<file path="src/hw/rtl/ebml_element_header_parser_defines.svh">
// Assertion macros shared by the EBML header parser RTL.
// No dependencies.
`ifndef EBML_ELEMENT_HEADER_PARSER_DEFINES_SVH
`define EBML_ELEMENT_HEADER_PARSER_DEFINES_SVH
// Concurrent implication checked on every rising clock edge outside reset.
`define EHP_ASSERT_IMPL(label, clk, rst_n, ante, cons, msg) \
	label: assert property (@(posedge clk) disable iff (!rst_n) (ante) |-> (cons)) \
		else $error(msg);
// Next-cycle implication.
`define EHP_ASSERT_NEXT(label, clk, rst_n, ante, cons, msg) \
	label: assert property (@(posedge clk) disable iff (!rst_n) (ante) |=> (cons)) \
		else $error(msg);
`endif

</file>
<file path="src/hw/rtl/ehp_pkg.sv">
// Shared types and constants for the EBML element header parser.
// No dependencies.
package ehp_pkg;
	localparam int unsigned EHP_MAX_DEPTH = 8;

	typedef enum logic [1:0] {
		KIND_HEADER  = 2'd0,
		KIND_BAD_LEAD = 2'd1,
		KIND_TOO_DEEP = 2'd2
	} kind_t;

	typedef struct packed {
		logic [1:0]  record_kind;
		logic [63:0] elem_code;
		logic [3:0]  code_bytes;
		logic [55:0] payload_len;
		logic [3:0]  len_bytes;
		logic [3:0]  nest_depth;
		logic        is_master;
	} rec_t;

	localparam logic [63:0] ID_EBML     = 64'h1A45DFA3;
	localparam logic [63:0] ID_SEGMENT  = 64'h18538067;
	localparam logic [63:0] ID_INFO     = 64'h1549A966;
	localparam logic [63:0] ID_TRACKS   = 64'h1654AE6B;
	localparam logic [63:0] ID_CLUSTER  = 64'h1F43B675;
	localparam logic [7:0]  LEAD_MARKER = 8'h80;

	// Length of a vint from its lead byte, 0 for a zero byte.
	function automatic logic [3:0] vint_len(input logic [7:0] b);
		logic [3:0] n;
		n = 4'd0;
		for (int i = 7; i >= 0; i--) begin
			if (b[i] && n == 4'd0) begin
				n = 4'(8 - i);
			end
		end
		return n;
	endfunction

	function automatic logic is_container(input logic [63:0] id);
		return id == ID_EBML || id == ID_SEGMENT || id == ID_INFO ||
			id == ID_TRACKS || id == ID_CLUSTER;
	endfunction
endpackage

</file>
<file path="src/hw/rtl/ehp_byte_if.sv">
// Valid/ready channel interfaces for the EBML header parser.
// No dependencies.
interface ehp_byte_if;
	logic       valid;
	logic       ready;
	logic [7:0] data_byte;
	modport source (output valid, data_byte, input ready);
	modport sink (input valid, data_byte, output ready);
endinterface

interface ehp_rec_if;
	logic        valid;
	logic        ready;
	logic [1:0]  record_kind;
	logic [63:0] elem_code;
	logic [3:0]  code_bytes;
	logic [55:0] payload_len;
	logic [3:0]  len_bytes;
	logic [3:0]  nest_depth;
	logic        is_master;
	modport source (output valid, record_kind, elem_code, code_bytes, payload_len,
		len_bytes, nest_depth, is_master, input ready);
	modport sink (input valid, record_kind, elem_code, code_bytes, payload_len,
		len_bytes, nest_depth, is_master, output ready);
endinterface

</file>
<file path="src/hw/rtl/ehp_front.sv">
// Front: vint decoding, payload skip, nesting stack; one byte per cycle while step is high.
// Depends on ehp_pkg.
module ehp_front import ehp_pkg::*; #(
	parameter int unsigned MAX_DEPTH = EHP_MAX_DEPTH
) (
	input  logic       clk,
	input  logic       arst_n,
	input  logic       step,
	input  logic [7:0] data_byte,
	output logic       rec_valid,
	output rec_t       rec
);
	localparam int unsigned LW = $clog2(MAX_DEPTH + 1);
	localparam int unsigned IW = (MAX_DEPTH > 1) ? $clog2(MAX_DEPTH) : 1;

	typedef enum logic [1:0] {ID_LEAD, ID_MORE, SIZE_LEAD, SIZE_MORE} phase_t;

	phase_t      phase_q;
	logic [63:0] acc_q, held_id_q, pos_q;
	logic [3:0]  left_q, idl_q, szl_q;
	logic [55:0] skip_q;
	logic [LW-1:0] open_q;
	logic [63:0] ends_q [MAX_DEPTH];

	logic [63:0] pos_n, acc_n, size64;
	logic [3:0]  len;
	logic        fin, master, push;
	logic [LW-1:0] open_mid, open_n;
	phase_t      phase_n;
	logic [3:0]  left_n;
	logic [55:0] skip_n;

	always_comb begin
		pos_n = pos_q + 64'd1;
		len = vint_len(data_byte);
		acc_n = acc_q;
		left_n = left_q;
		phase_n = phase_q;
		skip_n = skip_q;
		fin = 1'b0;
		rec_valid = 1'b0;
		rec = '0;
		rec.nest_depth = 4'(open_q);
		case (phase_q)
			ID_LEAD: begin
				if (skip_q != '0) begin
					skip_n = skip_q - 56'd1;
				end else if (len == 4'd0) begin
					rec_valid = 1'b1;
					rec.record_kind = KIND_BAD_LEAD;
				end else begin
					acc_n = {56'd0, data_byte};
					left_n = len - 4'd1;
					phase_n = (len == 4'd1) ? SIZE_LEAD : ID_MORE;
				end
			end
			ID_MORE: begin
				acc_n = {acc_q[55:0], data_byte};
				left_n = left_q - 4'd1;
				if (left_q == 4'd1) phase_n = SIZE_LEAD;
			end
			SIZE_LEAD: begin
				if (len == 4'd0) begin
					rec_valid = 1'b1;
					rec.record_kind = KIND_BAD_LEAD;
					phase_n = ID_LEAD;
				end else begin
					acc_n = {56'd0, data_byte & ~(LEAD_MARKER >> (len - 4'd1))};
					left_n = len - 4'd1;
					if (len == 4'd1) fin = 1'b1;
					else phase_n = SIZE_MORE;
				end
			end
			default: begin
				acc_n = {acc_q[55:0], data_byte};
				if (left_q != 4'd0) left_n = left_q - 4'd1;
				if (left_q <= 4'd1) fin = 1'b1;
			end
		endcase
		size64 = {8'd0, acc_n[55:0]};
		master = is_container(held_id_q);
		push = 1'b0;
		if (fin) begin
			phase_n = ID_LEAD;
			left_n = 4'd0;
			rec_valid = 1'b1;
			rec.elem_code = held_id_q;
			rec.payload_len = acc_n[55:0];
			rec.is_master = master;
			if (master && open_q >= LW'(MAX_DEPTH)) begin
				rec.record_kind = KIND_TOO_DEEP;
				skip_n = acc_n[55:0];
			end else begin
				rec.record_kind = KIND_HEADER;
				rec.code_bytes = idl_q;
				rec.len_bytes = (phase_q == SIZE_LEAD) ? len : szl_q;
				if (master) push = 1'b1;
				else skip_n = acc_n[55:0];
			end
		end
		open_mid = push ? open_q + LW'(1) : open_q;
		// lowest open level whose end has been reached closes it and all above
		open_n = open_mid;
		for (int i = MAX_DEPTH - 1; i >= 0; i--) begin
			if (LW'(i) < open_mid) begin
				if ((push && LW'(i) == open_q) ? (pos_n + size64 <= pos_n)
					: (ends_q[i] <= pos_n)) open_n = LW'(i);
			end
		end
	end

	always_ff @(posedge clk or negedge arst_n) begin
		if (!arst_n) begin
			phase_q <= ID_LEAD;
			acc_q <= '0;
			held_id_q <= '0;
			pos_q <= '0;
			left_q <= '0;
			idl_q <= '0;
			szl_q <= '0;
			skip_q <= '0;
			open_q <= '0;
		end else if (step) begin
			phase_q <= phase_n;
			acc_q <= acc_n;
			left_q <= left_n;
			skip_q <= skip_n;
			pos_q <= pos_n;
			open_q <= open_n;
			if (phase_q == ID_LEAD && skip_q == '0 && len != 4'd0) idl_q <= len;
			if (phase_q == SIZE_LEAD && len != 4'd0) szl_q <= len;
			if ((phase_q == ID_LEAD && phase_n == SIZE_LEAD) ||
				(phase_q == ID_MORE && left_q == 4'd1)) held_id_q <= acc_n;
		end
	end

	// end position counts the byte that completes the header
	always_ff @(posedge clk) begin
		if (step && push) ends_q[open_q[IW-1:0]] <= pos_n + size64;
	end
endmodule

</file>
<file path="src/hw/rtl/ehp_queue.sv">
// Two-entry record queue between the front and the output channel.
// Depends on ehp_pkg.
module ehp_queue import ehp_pkg::*; (
	input  logic clk,
	input  logic arst_n,
	input  logic push,
	input  rec_t push_rec,
	output logic has_room,
	output logic out_valid,
	input  logic out_ready,
	output rec_t out_rec
);
	rec_t       mem_q [2];
	logic       wr_q, rd_q;
	logic [1:0] cnt_q;
	logic       pop;

	assign pop = out_valid && out_ready;
	assign out_valid = cnt_q != 2'd0;
	assign out_rec = mem_q[rd_q];
	assign has_room = (cnt_q != 2'd2) || pop;

	always_ff @(posedge clk or negedge arst_n) begin
		if (!arst_n) begin
			wr_q <= 1'b0;
			rd_q <= 1'b0;
			cnt_q <= 2'd0;
		end else begin
			if (push) wr_q <= ~wr_q;
			if (pop) rd_q <= ~rd_q;
			cnt_q <= cnt_q + {1'b0, push} - {1'b0, pop};
		end
	end

	always_ff @(posedge clk) begin
		if (push) mem_q[wr_q] <= push_rec;
	end
endmodule

</file>
<file path="src/hw/rtl/ebml_element_header_parser.sv">
// Top level of the EBML element header parser.
// Depends on ehp_pkg, ehp_byte_if, ehp_rec_if, ehp_front, ehp_queue, defines header.
//
//  channel   dir  payload                                   request
//  in_ch     in   data_byte[7:0]                            one stream byte
//  out_ch    out  record_kind..is_master (ehp_pkg::rec_t)    one header/error record
//
// One byte per cycle while the queue has room; a record is written into the
// queue when its last byte is accepted. The front step is combinational (vint
// shift, stack compare of all MAX_DEPTH ends in parallel); the 2-entry queue
// absorbs sink stalls and in_ch.ready drops only when the queue is full.
// arst_n clears all control state; the end-position stack needs no reset.
`include "ebml_element_header_parser_defines.svh"
module ebml_element_header_parser import ehp_pkg::*; #(
	parameter int unsigned MAX_DEPTH = EHP_MAX_DEPTH
) (
	input logic clk,
	input logic arst_n,
	ehp_byte_if.sink in_ch,
	ehp_rec_if.source out_ch
);
	logic step, front_valid, room;
	rec_t front_rec, q_rec;

	// accept a byte whenever the queue can take any record it may produce
	assign in_ch.ready = room;
	assign step = in_ch.valid && room;

	ehp_front #(.MAX_DEPTH(MAX_DEPTH)) u_front (
		.clk(clk), .arst_n(arst_n), .step(step), .data_byte(in_ch.data_byte),
		.rec_valid(front_valid), .rec(front_rec)
	);

	ehp_queue u_queue (
		.clk(clk), .arst_n(arst_n), .push(step && front_valid), .push_rec(front_rec),
		.has_room(room), .out_valid(out_ch.valid), .out_ready(out_ch.ready),
		.out_rec(q_rec)
	);

	assign out_ch.record_kind = q_rec.record_kind;
	assign out_ch.elem_code = q_rec.elem_code;
	assign out_ch.code_bytes = q_rec.code_bytes;
	assign out_ch.payload_len = q_rec.payload_len;
	assign out_ch.len_bytes = q_rec.len_bytes;
	assign out_ch.nest_depth = q_rec.nest_depth;
	assign out_ch.is_master = q_rec.is_master;

	`EHP_ASSERT_IMPL(a_bad_lead_zero, clk, arst_n,
		out_ch.valid && out_ch.record_kind == KIND_BAD_LEAD,
		out_ch.elem_code == '0 && out_ch.code_bytes == '0, "bad lead record not cleared")
	`EHP_ASSERT_IMPL(a_deep_master, clk, arst_n,
		out_ch.valid && out_ch.record_kind == KIND_TOO_DEEP,
		out_ch.is_master && out_ch.nest_depth == 4'(MAX_DEPTH), "too-deep record mismatch")
	`EHP_ASSERT_NEXT(a_queue_hold, clk, arst_n,
		out_ch.valid && !out_ch.ready, out_ch.valid, "queued record lost")
endmodule
</file>
<file path="src/flat_wrapper.sv">
// flat-port wrapper written by rule: the top's interface ports become plain ports
module ebml_element_header_parser_flat import ehp_pkg::*;
#(
	parameter int unsigned MAX_DEPTH = EHP_MAX_DEPTH
)
  (clk, arst_n, in_ch_valid, in_ch_data_byte, in_ch_ready, out_ch_valid, out_ch_record_kind, out_ch_elem_code, out_ch_code_bytes, out_ch_payload_len, out_ch_len_bytes, out_ch_nest_depth, out_ch_is_master, out_ch_ready);
  ehp_byte_if in_ch_i ();
  ehp_rec_if out_ch_i ();
  input logic clk;
  input logic arst_n;
  input wire logic [$bits(in_ch_i.valid)-1:0] in_ch_valid;
  input wire logic [$bits(in_ch_i.data_byte)-1:0] in_ch_data_byte;
  output wire logic [$bits(in_ch_i.ready)-1:0] in_ch_ready;
  output wire logic [$bits(out_ch_i.valid)-1:0] out_ch_valid;
  output wire logic [$bits(out_ch_i.record_kind)-1:0] out_ch_record_kind;
  output wire logic [$bits(out_ch_i.elem_code)-1:0] out_ch_elem_code;
  output wire logic [$bits(out_ch_i.code_bytes)-1:0] out_ch_code_bytes;
  output wire logic [$bits(out_ch_i.payload_len)-1:0] out_ch_payload_len;
  output wire logic [$bits(out_ch_i.len_bytes)-1:0] out_ch_len_bytes;
  output wire logic [$bits(out_ch_i.nest_depth)-1:0] out_ch_nest_depth;
  output wire logic [$bits(out_ch_i.is_master)-1:0] out_ch_is_master;
  input wire logic [$bits(out_ch_i.ready)-1:0] out_ch_ready;
  assign in_ch_i.valid = in_ch_valid;
  assign in_ch_i.data_byte = in_ch_data_byte;
  assign in_ch_ready = in_ch_i.ready;
  assign out_ch_valid = out_ch_i.valid;
  assign out_ch_record_kind = out_ch_i.record_kind;
  assign out_ch_elem_code = out_ch_i.elem_code;
  assign out_ch_code_bytes = out_ch_i.code_bytes;
  assign out_ch_payload_len = out_ch_i.payload_len;
  assign out_ch_len_bytes = out_ch_i.len_bytes;
  assign out_ch_nest_depth = out_ch_i.nest_depth;
  assign out_ch_is_master = out_ch_i.is_master;
  assign out_ch_i.ready = out_ch_ready;
  ebml_element_header_parser #(.MAX_DEPTH(MAX_DEPTH)) u_core (.clk(clk), .arst_n(arst_n), .in_ch(in_ch_i), .out_ch(out_ch_i));
endmodule
</file>
<file path="config.mk">
export PLATFORM = sky130hd
export DESIGN_NAME = ebml_element_header_parser_flat
export DESIGN_NICKNAME = d
export VERILOG_FILES = /design/src/hw/rtl/ehp_pkg.sv /design/src/hw/rtl/ehp_byte_if.sv /design/src/hw/rtl/ehp_front.sv /design/src/hw/rtl/ehp_queue.sv /design/src/hw/rtl/ebml_element_header_parser.sv /design/src/flat_wrapper.sv
export VERILOG_INCLUDE_DIRS = /design/src /design/src/hw/rtl
export SDC_FILE = /design/constraint.sdc
export NUM_CORES = 2
export LEC_CHECK = 0
export BUFFER_PORTS_ARGS = -buffer_cell sky130_fd_sc_hd__buf_2
export CORE_AREA = 4 4 350 352
export DETAILED_ROUTE_END_ITERATION = 12
export DIE_AREA = 0 0 354 356
export HOLD_SLACK_MARGIN = 0.05
export SLEW_MARGIN = 5
export SYNTH_ARGS = -nofsm -noshare
export SYNTH_HDL_FRONTEND = slang
export SYNTH_SLANG_ARGS = --single-unit
export TNS_END_PERCENT = 50
</file>
<file path="constraint.sdc">
create_clock -name clk -period 12 [get_ports clk]
set_input_delay 2.4 -clock clk [delete_from_list [all_inputs] [get_ports clk]]
set_output_delay 2.4 -clock clk [all_outputs]
set_load 0.03 [all_outputs]
</file>
# ---- Word level (Yosys, flattened, before mapping)
# Memory sizes are Yosys's and may differ from the RTL's.
# Cells that the tools add are included.
dict set report totals {
  out_inout_bits 137
  input_bits 12
  ff_bits 270
  mem_count 2
  ram_bits 782
}
# name words word_bits rd rd_ports_with_merged_regs write_ports line
set mem_list {}
lappend mem_list {u_core.u_front.ends_q 8 64 8 0 1 ehp_front.sv:23} ;# logic [63:0] ends_q [MAX_DEPTH];
lappend mem_list {u_core.u_queue.mem_q 2 135 1 0 1 ehp_queue.sv:13} ;# rec_t mem_q [2];
dict set report classes {
  n_eq_ne 19
  n_shift 1
  n_lt_le_gt_ge 19
  bitwise_logic 4
  mux 79
  reduce_logical 52
  n_addsub 8
}
# op count
set op_table {}
lappend op_table {{$le 64x64->1} 9}
lappend op_table {{$eq 64x29->1 const B} 5}
lappend op_table {{$mux 56} 5}
lappend op_table {{$mux 64} 3}
lappend op_table {{$mux 130} 1}
lappend op_table {{$pmux 64 s2} 1}
lappend op_table {{$mux 4} 29}
lappend op_table {{$add 64x1->64 const B} 1}
lappend op_table {{$add 64x56->64} 1}
lappend op_table {{$logic_not 56->1} 1}
lappend op_table {{$reduce_bool 56->1} 1}
lappend op_table {{$sub 56x1->56 const B} 1}
lappend op_table {{$logic_not 4->1} 9}
lappend op_table {{$logic_and 1x1->1} 25}
lappend op_table {{$mux 1} 25}
lappend op_table {{$mux 2} 10}
lappend op_table {{$eq 3x4->1 const A} 4}
lappend op_table {{$lt 3x4->1 const A} 4}
lappend op_table {{$pmux 4 s3} 1}
lappend op_table {{$and 8x8->8} 1}
lappend op_table {{$eq 2x4->1 const A} 2}
lappend op_table {{$eq 4x1->1 const B} 2}
lappend op_table {{$lt 1x4->1 const A} 2}
lappend op_table {{$lt 2x4->1 const A} 2}
lappend op_table {{24 further kinds} 37}

# ---- Longest topological paths before layout
dict set report logic_depth {
  depth_word 47
  ltp_mapped 44
  ltp_nobuf 43
}

# ---- Cells and area by module
# From an unflattened synthesis, not the netlist that was laid out.
dict set report unflattened {
  hier_cells 4770
  area_unflattened_um2 56865.8
}
# module seq_area_each_um2 cells_each area_per_inst_um2 instances
set modules_own_cells {}
lappend modules_own_cells {ehp_front 22031.1 4330 46761.1 1}
lappend modules_own_cells {ehp_queue 8207.9 438 10092.2 1}
lappend modules_own_cells {ebml_element_header_parser 0.0 2 12.5 1}

# ---- Worst setup path after synthesis
# OpenSTA, ideal clock, no wires.
dict set report synth_timing {
  path_kind {in2reg}
  start {input port in_ch_data_byte[1]}
  end {register u_core.u_front.open_q[2]}
  slack_ps 1632
  setup_ps 121
  arrival_time_ps 10247
  cell_stages 38
  cell_sequence {or4_1 -> o21ai_1 -> nand2_1 -> nand2_1 -> nor3_1 -> or2_2 -> clkbuf_1 -> o21a_1 -> a21oi_1 -> inv_1 -> fa_1 -> a21o_1 -> a21o_1 -> a21oi_1 -> o21ai_0 -> nand2_1 -> a31oi_1 -> a211oi_1 -> [2 not listed] -> nand2_1 -> o21ai_0 -> xnor2_1 -> ha_1 -> nand4_1 -> nor3_1 -> nand4_1 -> or4_1 -> or3_1 -> a211oi_1 -> nor3_1 -> o221ai_1 -> or3_1 -> buf_2 -> a311o_1 -> a21boi_1 -> nand4_1 -> a22o_1}
}
dict set report synth_between {
  elab_chain_cells 30
  word_cells_on_any_way 62
  cone_classes {2 x add/sub; 9 x order compare; 1 x eq/ne; 1 x shift; 35 x mux; 2 x bitwise; 12 x reduce/logical}
}
# item line
set synth_rtl {}
lappend synth_rtl {{from (decl)} flat_wrapper.sv:12} ;# input wire logic [$bits(in_ch_i.data_byte)-1:0] in_ch_data_byte;
lappend synth_rtl {{$logic_and 1x1->1} ehp_pkg.sv:34} ;# if (b[i] && n == 4'd0) begin
lappend synth_rtl {{$mux 4} ehp_pkg.sv:34}
lappend synth_rtl {{$logic_not 4->1} ehp_pkg.sv:34}
lappend synth_rtl {{$logic_and 1x1->1} ehp_pkg.sv:34}
lappend synth_rtl {{$mux 4} ehp_pkg.sv:34}
lappend synth_rtl {{$sub 4x1->4} ehp_front.sv:68} ;# acc_n = {56'd0, data_byte & ~(LEAD_MARKER >> (len - 4'd1))};
lappend synth_rtl {{$shr 8x4->8} ehp_front.sv:68}
lappend synth_rtl {{$not 8->8} ehp_front.sv:68}
lappend synth_rtl {{[3 not listed]} n/a}
lappend synth_rtl {{net u_core.u_front.acc_n[1]} ehp_front.sv:25} ;# logic [63:0] pos_n, acc_n, size64;
lappend synth_rtl {{[11 not listed]} n/a}
lappend synth_rtl {{$mux 4} ehp_front.sv:106} ;# if ((push && LW'(i) == open_q) ? (pos_n + size64 <= pos_n)
lappend synth_rtl {{$mux 4} ehp_front.sv:105} ;# if (LW'(i) < open_mid) begin
lappend synth_rtl {{$mux 4} ehp_front.sv:106}
lappend synth_rtl {{$mux 4} ehp_front.sv:105}
lappend synth_rtl {{$mux 4} ehp_front.sv:106}
lappend synth_rtl {{$mux 4} ehp_front.sv:105}
lappend synth_rtl {{$mux 4} ehp_front.sv:106}
lappend synth_rtl {{$mux 4 (*)} ehp_front.sv:105}
lappend synth_rtl {{to (signal assigned)} ehp_front.sv:129} ;# open_q <= open_n;
lappend synth_rtl {{to (decl)} ehp_front.sv:22} ;# logic [LW-1:0] open_q;
# The timed path passes the listed nets; every way through them passes the cells marked *.
# A chain may end at the register's enable or synchronous reset.

# ---- Final worst setup path
dict set report layout_timing {
  start {input port in_ch_data_byte[4]}
  end {register u_core.u_front.open_q[2]}
}
dict set report layout_between {
  elab_chain_cells 39
  word_cells_on_any_way 71
  cone_classes {2 x add/sub; 9 x order compare; 1 x eq/ne; 1 x shift; 38 x mux; 2 x bitwise; 18 x reduce/logical}
}
# item line
set layout_rtl {}
lappend layout_rtl {{$logic_and 1x1->1 (*)} ehp_pkg.sv:34}
lappend layout_rtl {{$mux 4 (*)} ehp_pkg.sv:34}
lappend layout_rtl {{$logic_not 4->1} ehp_pkg.sv:34}
lappend layout_rtl {{$logic_and 1x1->1} ehp_pkg.sv:34}
lappend layout_rtl {{$mux 4 (*)} ehp_pkg.sv:34}
lappend layout_rtl {{$logic_not 4->1} ehp_pkg.sv:34}
lappend layout_rtl {{$logic_and 1x1->1} ehp_pkg.sv:34}
lappend layout_rtl {{$mux 4 (*)} ehp_pkg.sv:34}
lappend layout_rtl {{[6 not listed]} n/a}
lappend layout_rtl {{net u_core.u_front.len[1]} ehp_front.sv:26} ;# logic [3:0] len;
lappend layout_rtl {{[6 not listed]} n/a}
lappend layout_rtl {{net u_core.u_front.acc_n[6]} ehp_front.sv:25}
lappend layout_rtl {{[11 not listed]} n/a}
lappend layout_rtl {{$mux 4} ehp_front.sv:106}
lappend layout_rtl {{$mux 4} ehp_front.sv:105}
lappend layout_rtl {{$mux 4} ehp_front.sv:106}
lappend layout_rtl {{$mux 4} ehp_front.sv:105}
lappend layout_rtl {{$mux 4} ehp_front.sv:106}
lappend layout_rtl {{$mux 4} ehp_front.sv:105}
lappend layout_rtl {{$mux 4} ehp_front.sv:106}
lappend layout_rtl {{$mux 4 (*)} ehp_front.sv:105}
# Marks and branches as above.

==> impl_metrics.csv <==
group,metric,value,unit
route,routed-wl-met3,9560,µm
cts,root_buffer,"clkbuf_16",
critical_path,setup.worst_path.end_class,"register",
route,drtIter0Drc,3552,
finish,area_growth,12.6,%
finish,final_common_cell,"edfxtp_1",
critical_path,crit_fanout,9,
yosys,synth_top_area_share,0.413,
critical_path,cp-start-kind,"input port",
floorplanning,core_area,119000,µm²
global_route,grt_pass1_vias,39600,
finish,diodes,0,
placement,pre_cts_slack,0.152,ns
global_route,grt.overflow.total,0,
cts,clockBufferDepth,3,
yosys,synth_area,56900,µm²
yosys,ys.warnings.count,0,
yosys,synth_compound_area_frac,0.130,
cts,cts_tree,"done",
placement,portBuffers,148,
global_route,grt_pass1_wl,248000,µm
cts,cts.clk_slew.worst_paths,0.06,ns
floorplanning,ioPinCount,149,
yosys,syn-num-nets,5485,
finish,multiInputGateArea,25500,µm²
cts,cts_setup_buffers,0,
placement,dp_hpwl,116000,µm
finish,final_cell_mix,"edfxtp_1, ha_1, nand2_1",
route,routed_wl,165000,µm
floorplanning,rows,127,
critical_path,crit_slowest_cell,"or4_1",
timing,fmax,0.0906,GHz
route,avgRoutedWirePerCell,24.2,µm
yosys,netlist_top_cells_area,"edfxtp_1, ha_1, dfrtp_1, mux2_2, a21o_1",
route,top_layer,"met4",
yosys,synthMuxAreaShare,0.0281,
route,via_count,40200,
yosys,synth_top_family_by_area,"adder cells",
cts,clock_latency,0.72,ns
outcome,status,"completed",
timing,drv_slew,0,
timing,finalWorstSetupSlack,0.963,ns
timing,period_minus_slack,11.04,ns
yosys,synth_edf_count,782,
floorplanning,die_height,356,µm
yosys,synth-adder-area-share,0.142,
route,route.met2.wl,77100,µm
cts,numCtsBuffers,115,
critical_path,path_class,"in -> reg",
route,vias_per_cell,5.92,
yosys,ys_ff_latch,1052,
yosys,synthSimpleGateAreaFrac,0.117,
pwr,power.leakage,26.0,nW
pwr,power.density,194,nW/µm²
timing,slew_headroom,0.217,
yosys,seq_area_frac_synth,0.531,
finish,seq_area,30200,µm²
critical_path,arrival,11.62,ns
timing,fin_setup_tns,0,ns
yosys,syn_inst,4829,
timing,tightestPinTransition,1.17,ns
finish,fillers,10300,
floorplanning,die_x,354,µm
timing,hold_slack,0.476,ns
floorplanning,start_util,0.477,
yosys,synthFlopType,"edfxtp_1",
timing,rsz0062_at_grt,"no",
timing,finalHoldViolations,0,
floorplanning,fp.dieArea,126000,µm²
yosys,async_reset_ff_frac,0.257,
run,cap_violations,0,
route,met1_length,73100,µm
yosys,synth_xor_area_frac,0.0291,
critical_path,slowest_delay,0.48,ns
yosys,synth_cell_types,91,
critical_path,cp_common_cell,"o21ai_0",
timing,post-route-period-util,0.920,
yosys,synth_area_leader_cell,"edfxtp_1",
cts,ctsHtreeMaxLevel,3,
finish,drive_gt1_frac,0.126,
route,first_pass_iters,6,
global_route,antenna_found_initial,2,
finish,final_util,0.537,
route,ant_nets,0,
yosys,syn_avg_cell_area,11.8,µm²
hold_path,worstHoldPathType,"reg -> reg",
timing,setup_viol,0,
timing,worst_clock_skew,0.0363,ns
global_route,grt_use_total,0.257,
placement,routabilityCongestion,0.933,
route,drc,0,
critical_path,ff2ff_setup_slack,1.41,ns
cts,cts.sinks,1052,
placement,place_inst,6576,
critical_path,worstPathRequired,12.58,ns
finish,stdcell_count,6794,
finish,fin_nets,5737,
global_route,grt_max_degree,100,
pwr,vdd_ir_drop_max,0.187,mV
-- metrics by stage --
step | power, mW | instance area, µm²
CTS | 12.5 | 64100
global route | 13.0 | 64100
floorplan | 7.20 | 56900
global placement | 8.86 | 60300
detailed placement | 8.89 | 60300
finish | 12.4 | 64100
-- critical path: cells and delay by family --
kind | cells | cell delay, ns
AO/OA/AOI/OAI | 16 | 3.96
XOR/XNOR | 1 | 0.16
adder cells (fa/ha/maj) | 3 | 0.86
buffers and inverters | 6 | 0.77
AND/OR/NAND/NOR | 16 | 3.48
-- final timing paths --
kind                                                        from                                        to  depth (start not counted)
setup / recovery                              in_ch_data_byte[4]      u_core.u_front.open_q[2]$_DFFE_PN0P_                         42
hold / removal               u_core.u_front.idl_q[0]$_DFFE_PN0P_       u_core.u_front.idl_q[0]$_DFFE_PN0P_                          2
setup reg to reg           u_core.u_front.skip_q[43]$_DFFE_PN0P_      u_core.u_front.open_q[2]$_DFFE_PN0P_                         34
hold reg to reg              u_core.u_front.idl_q[0]$_DFFE_PN0P_       u_core.u_front.idl_q[0]$_DFFE_PN0P_                          2
max in group asynchronous                                 arst_n  u_core.u_front.held_id_q[50]$_DFFE_PN0P_                          3
min in group asynchronous                                 arst_n   u_core.u_front.held_id_q[7]$_DFFE_PN0P_                          1
-- cells by family after synthesis --
| logic type | Yosys count |
|---|---|
| AOI/OAI and AO/OA | 1142 |
| DFF | 1052 |
| buffers and inverters | 336 |
| and+or+nand+nor | 1326 |
| adders and majority gates | 645 |
| muxes | 142 |
| xor gates and xnor gates | 186 |
-- repair_timing --
item                                    in CTS  in global routing
endpoints found under the setup margin       0                  3
resized for setup                            0                  2
endpoints found under the hold margin        0                  0
hold buffers                                 0                  0
-- per-layer routing --
metal	vias up	track usage
met5	-	0
met4	0	0.0824
met3	228	0.0341
met2	1271	0.424
met1	19800	0.355
li1	18900	-
-- state kept, by name, summed over array words and instances, names as in the netlist --
| register | count |
|---|---|
| u_core.u_front.open_q | 4 |
| u_core.u_front.ends_q | 512 |
| u_core.u_front.acc_q | 64 |
| u_core.u_queue.cnt_q | 2 |
| u_core.u_front.held_id_q | 64 |
| u_core.u_queue.rd_q | 1 |
| u_core.u_front.skip_q | 56 |
| u_core.u_queue.wr_q | 1 |
| u_core.u_front.idl_q | 4 |
| u_core.u_front.phase_q | 2 |
| u_core.u_queue.mem_q | 270 |
| u_core.u_front.left_q | 4 |
| u_core.u_front.szl_q | 4 |
| u_core.u_front.pos_q | 64 |
-- layout make-up --
| type | instances | share of cell area |
|---|---|---|
| Clock buffer | 154 | 0.0499 |
| Clock inverter | 64 | 0.00970 |
| Inverter | 194 | 0.0114 |
| Multi-Input combinational cell | 3441 | 0.399 |
| Sequential cell | 1052 | 0.472 |
| Tap cell | 1612 | 0.0315 |
| Timing Repair Buffer | 277 | 0.0270 |
-- cells in the mapped netlist (all sizes together) (7+ instances only) --
master   count
nand2b      31
a211o        7
a21o       199
nand3       76
buf         26
xor2        84
a32o        11
and2        86
nor3        84
a2bb2oi      8
inv        193
nor4        49
a21oi      285
and4        15
o21a        44
or2         21
o21bai      14
edfxtp     782
o22ai       11
a22o         7
a22oi       83
a221oi       7
nand2      343
a211oi      32
nand4      174
or3         26
a32oi       16
nor2       296
a31oi       14
and3        21
dfrtp      270
o31ai       11
xnor2      100
clkbuf     116
ha         643
nor2b       48
mux2       139
o21ai      275
or4         21
o22a        41
nor4b       11
o211ai      21
-- power breakdown --
part	leakage (nW)	switching (mW)	internal, mW
combinational	13.3	2.66	1.36
sequential	10.9	0.350	4.48
clock	1.88	1.50	2.09
total	26.0	4.51	7.93
(Power assumes the default switching activity.)
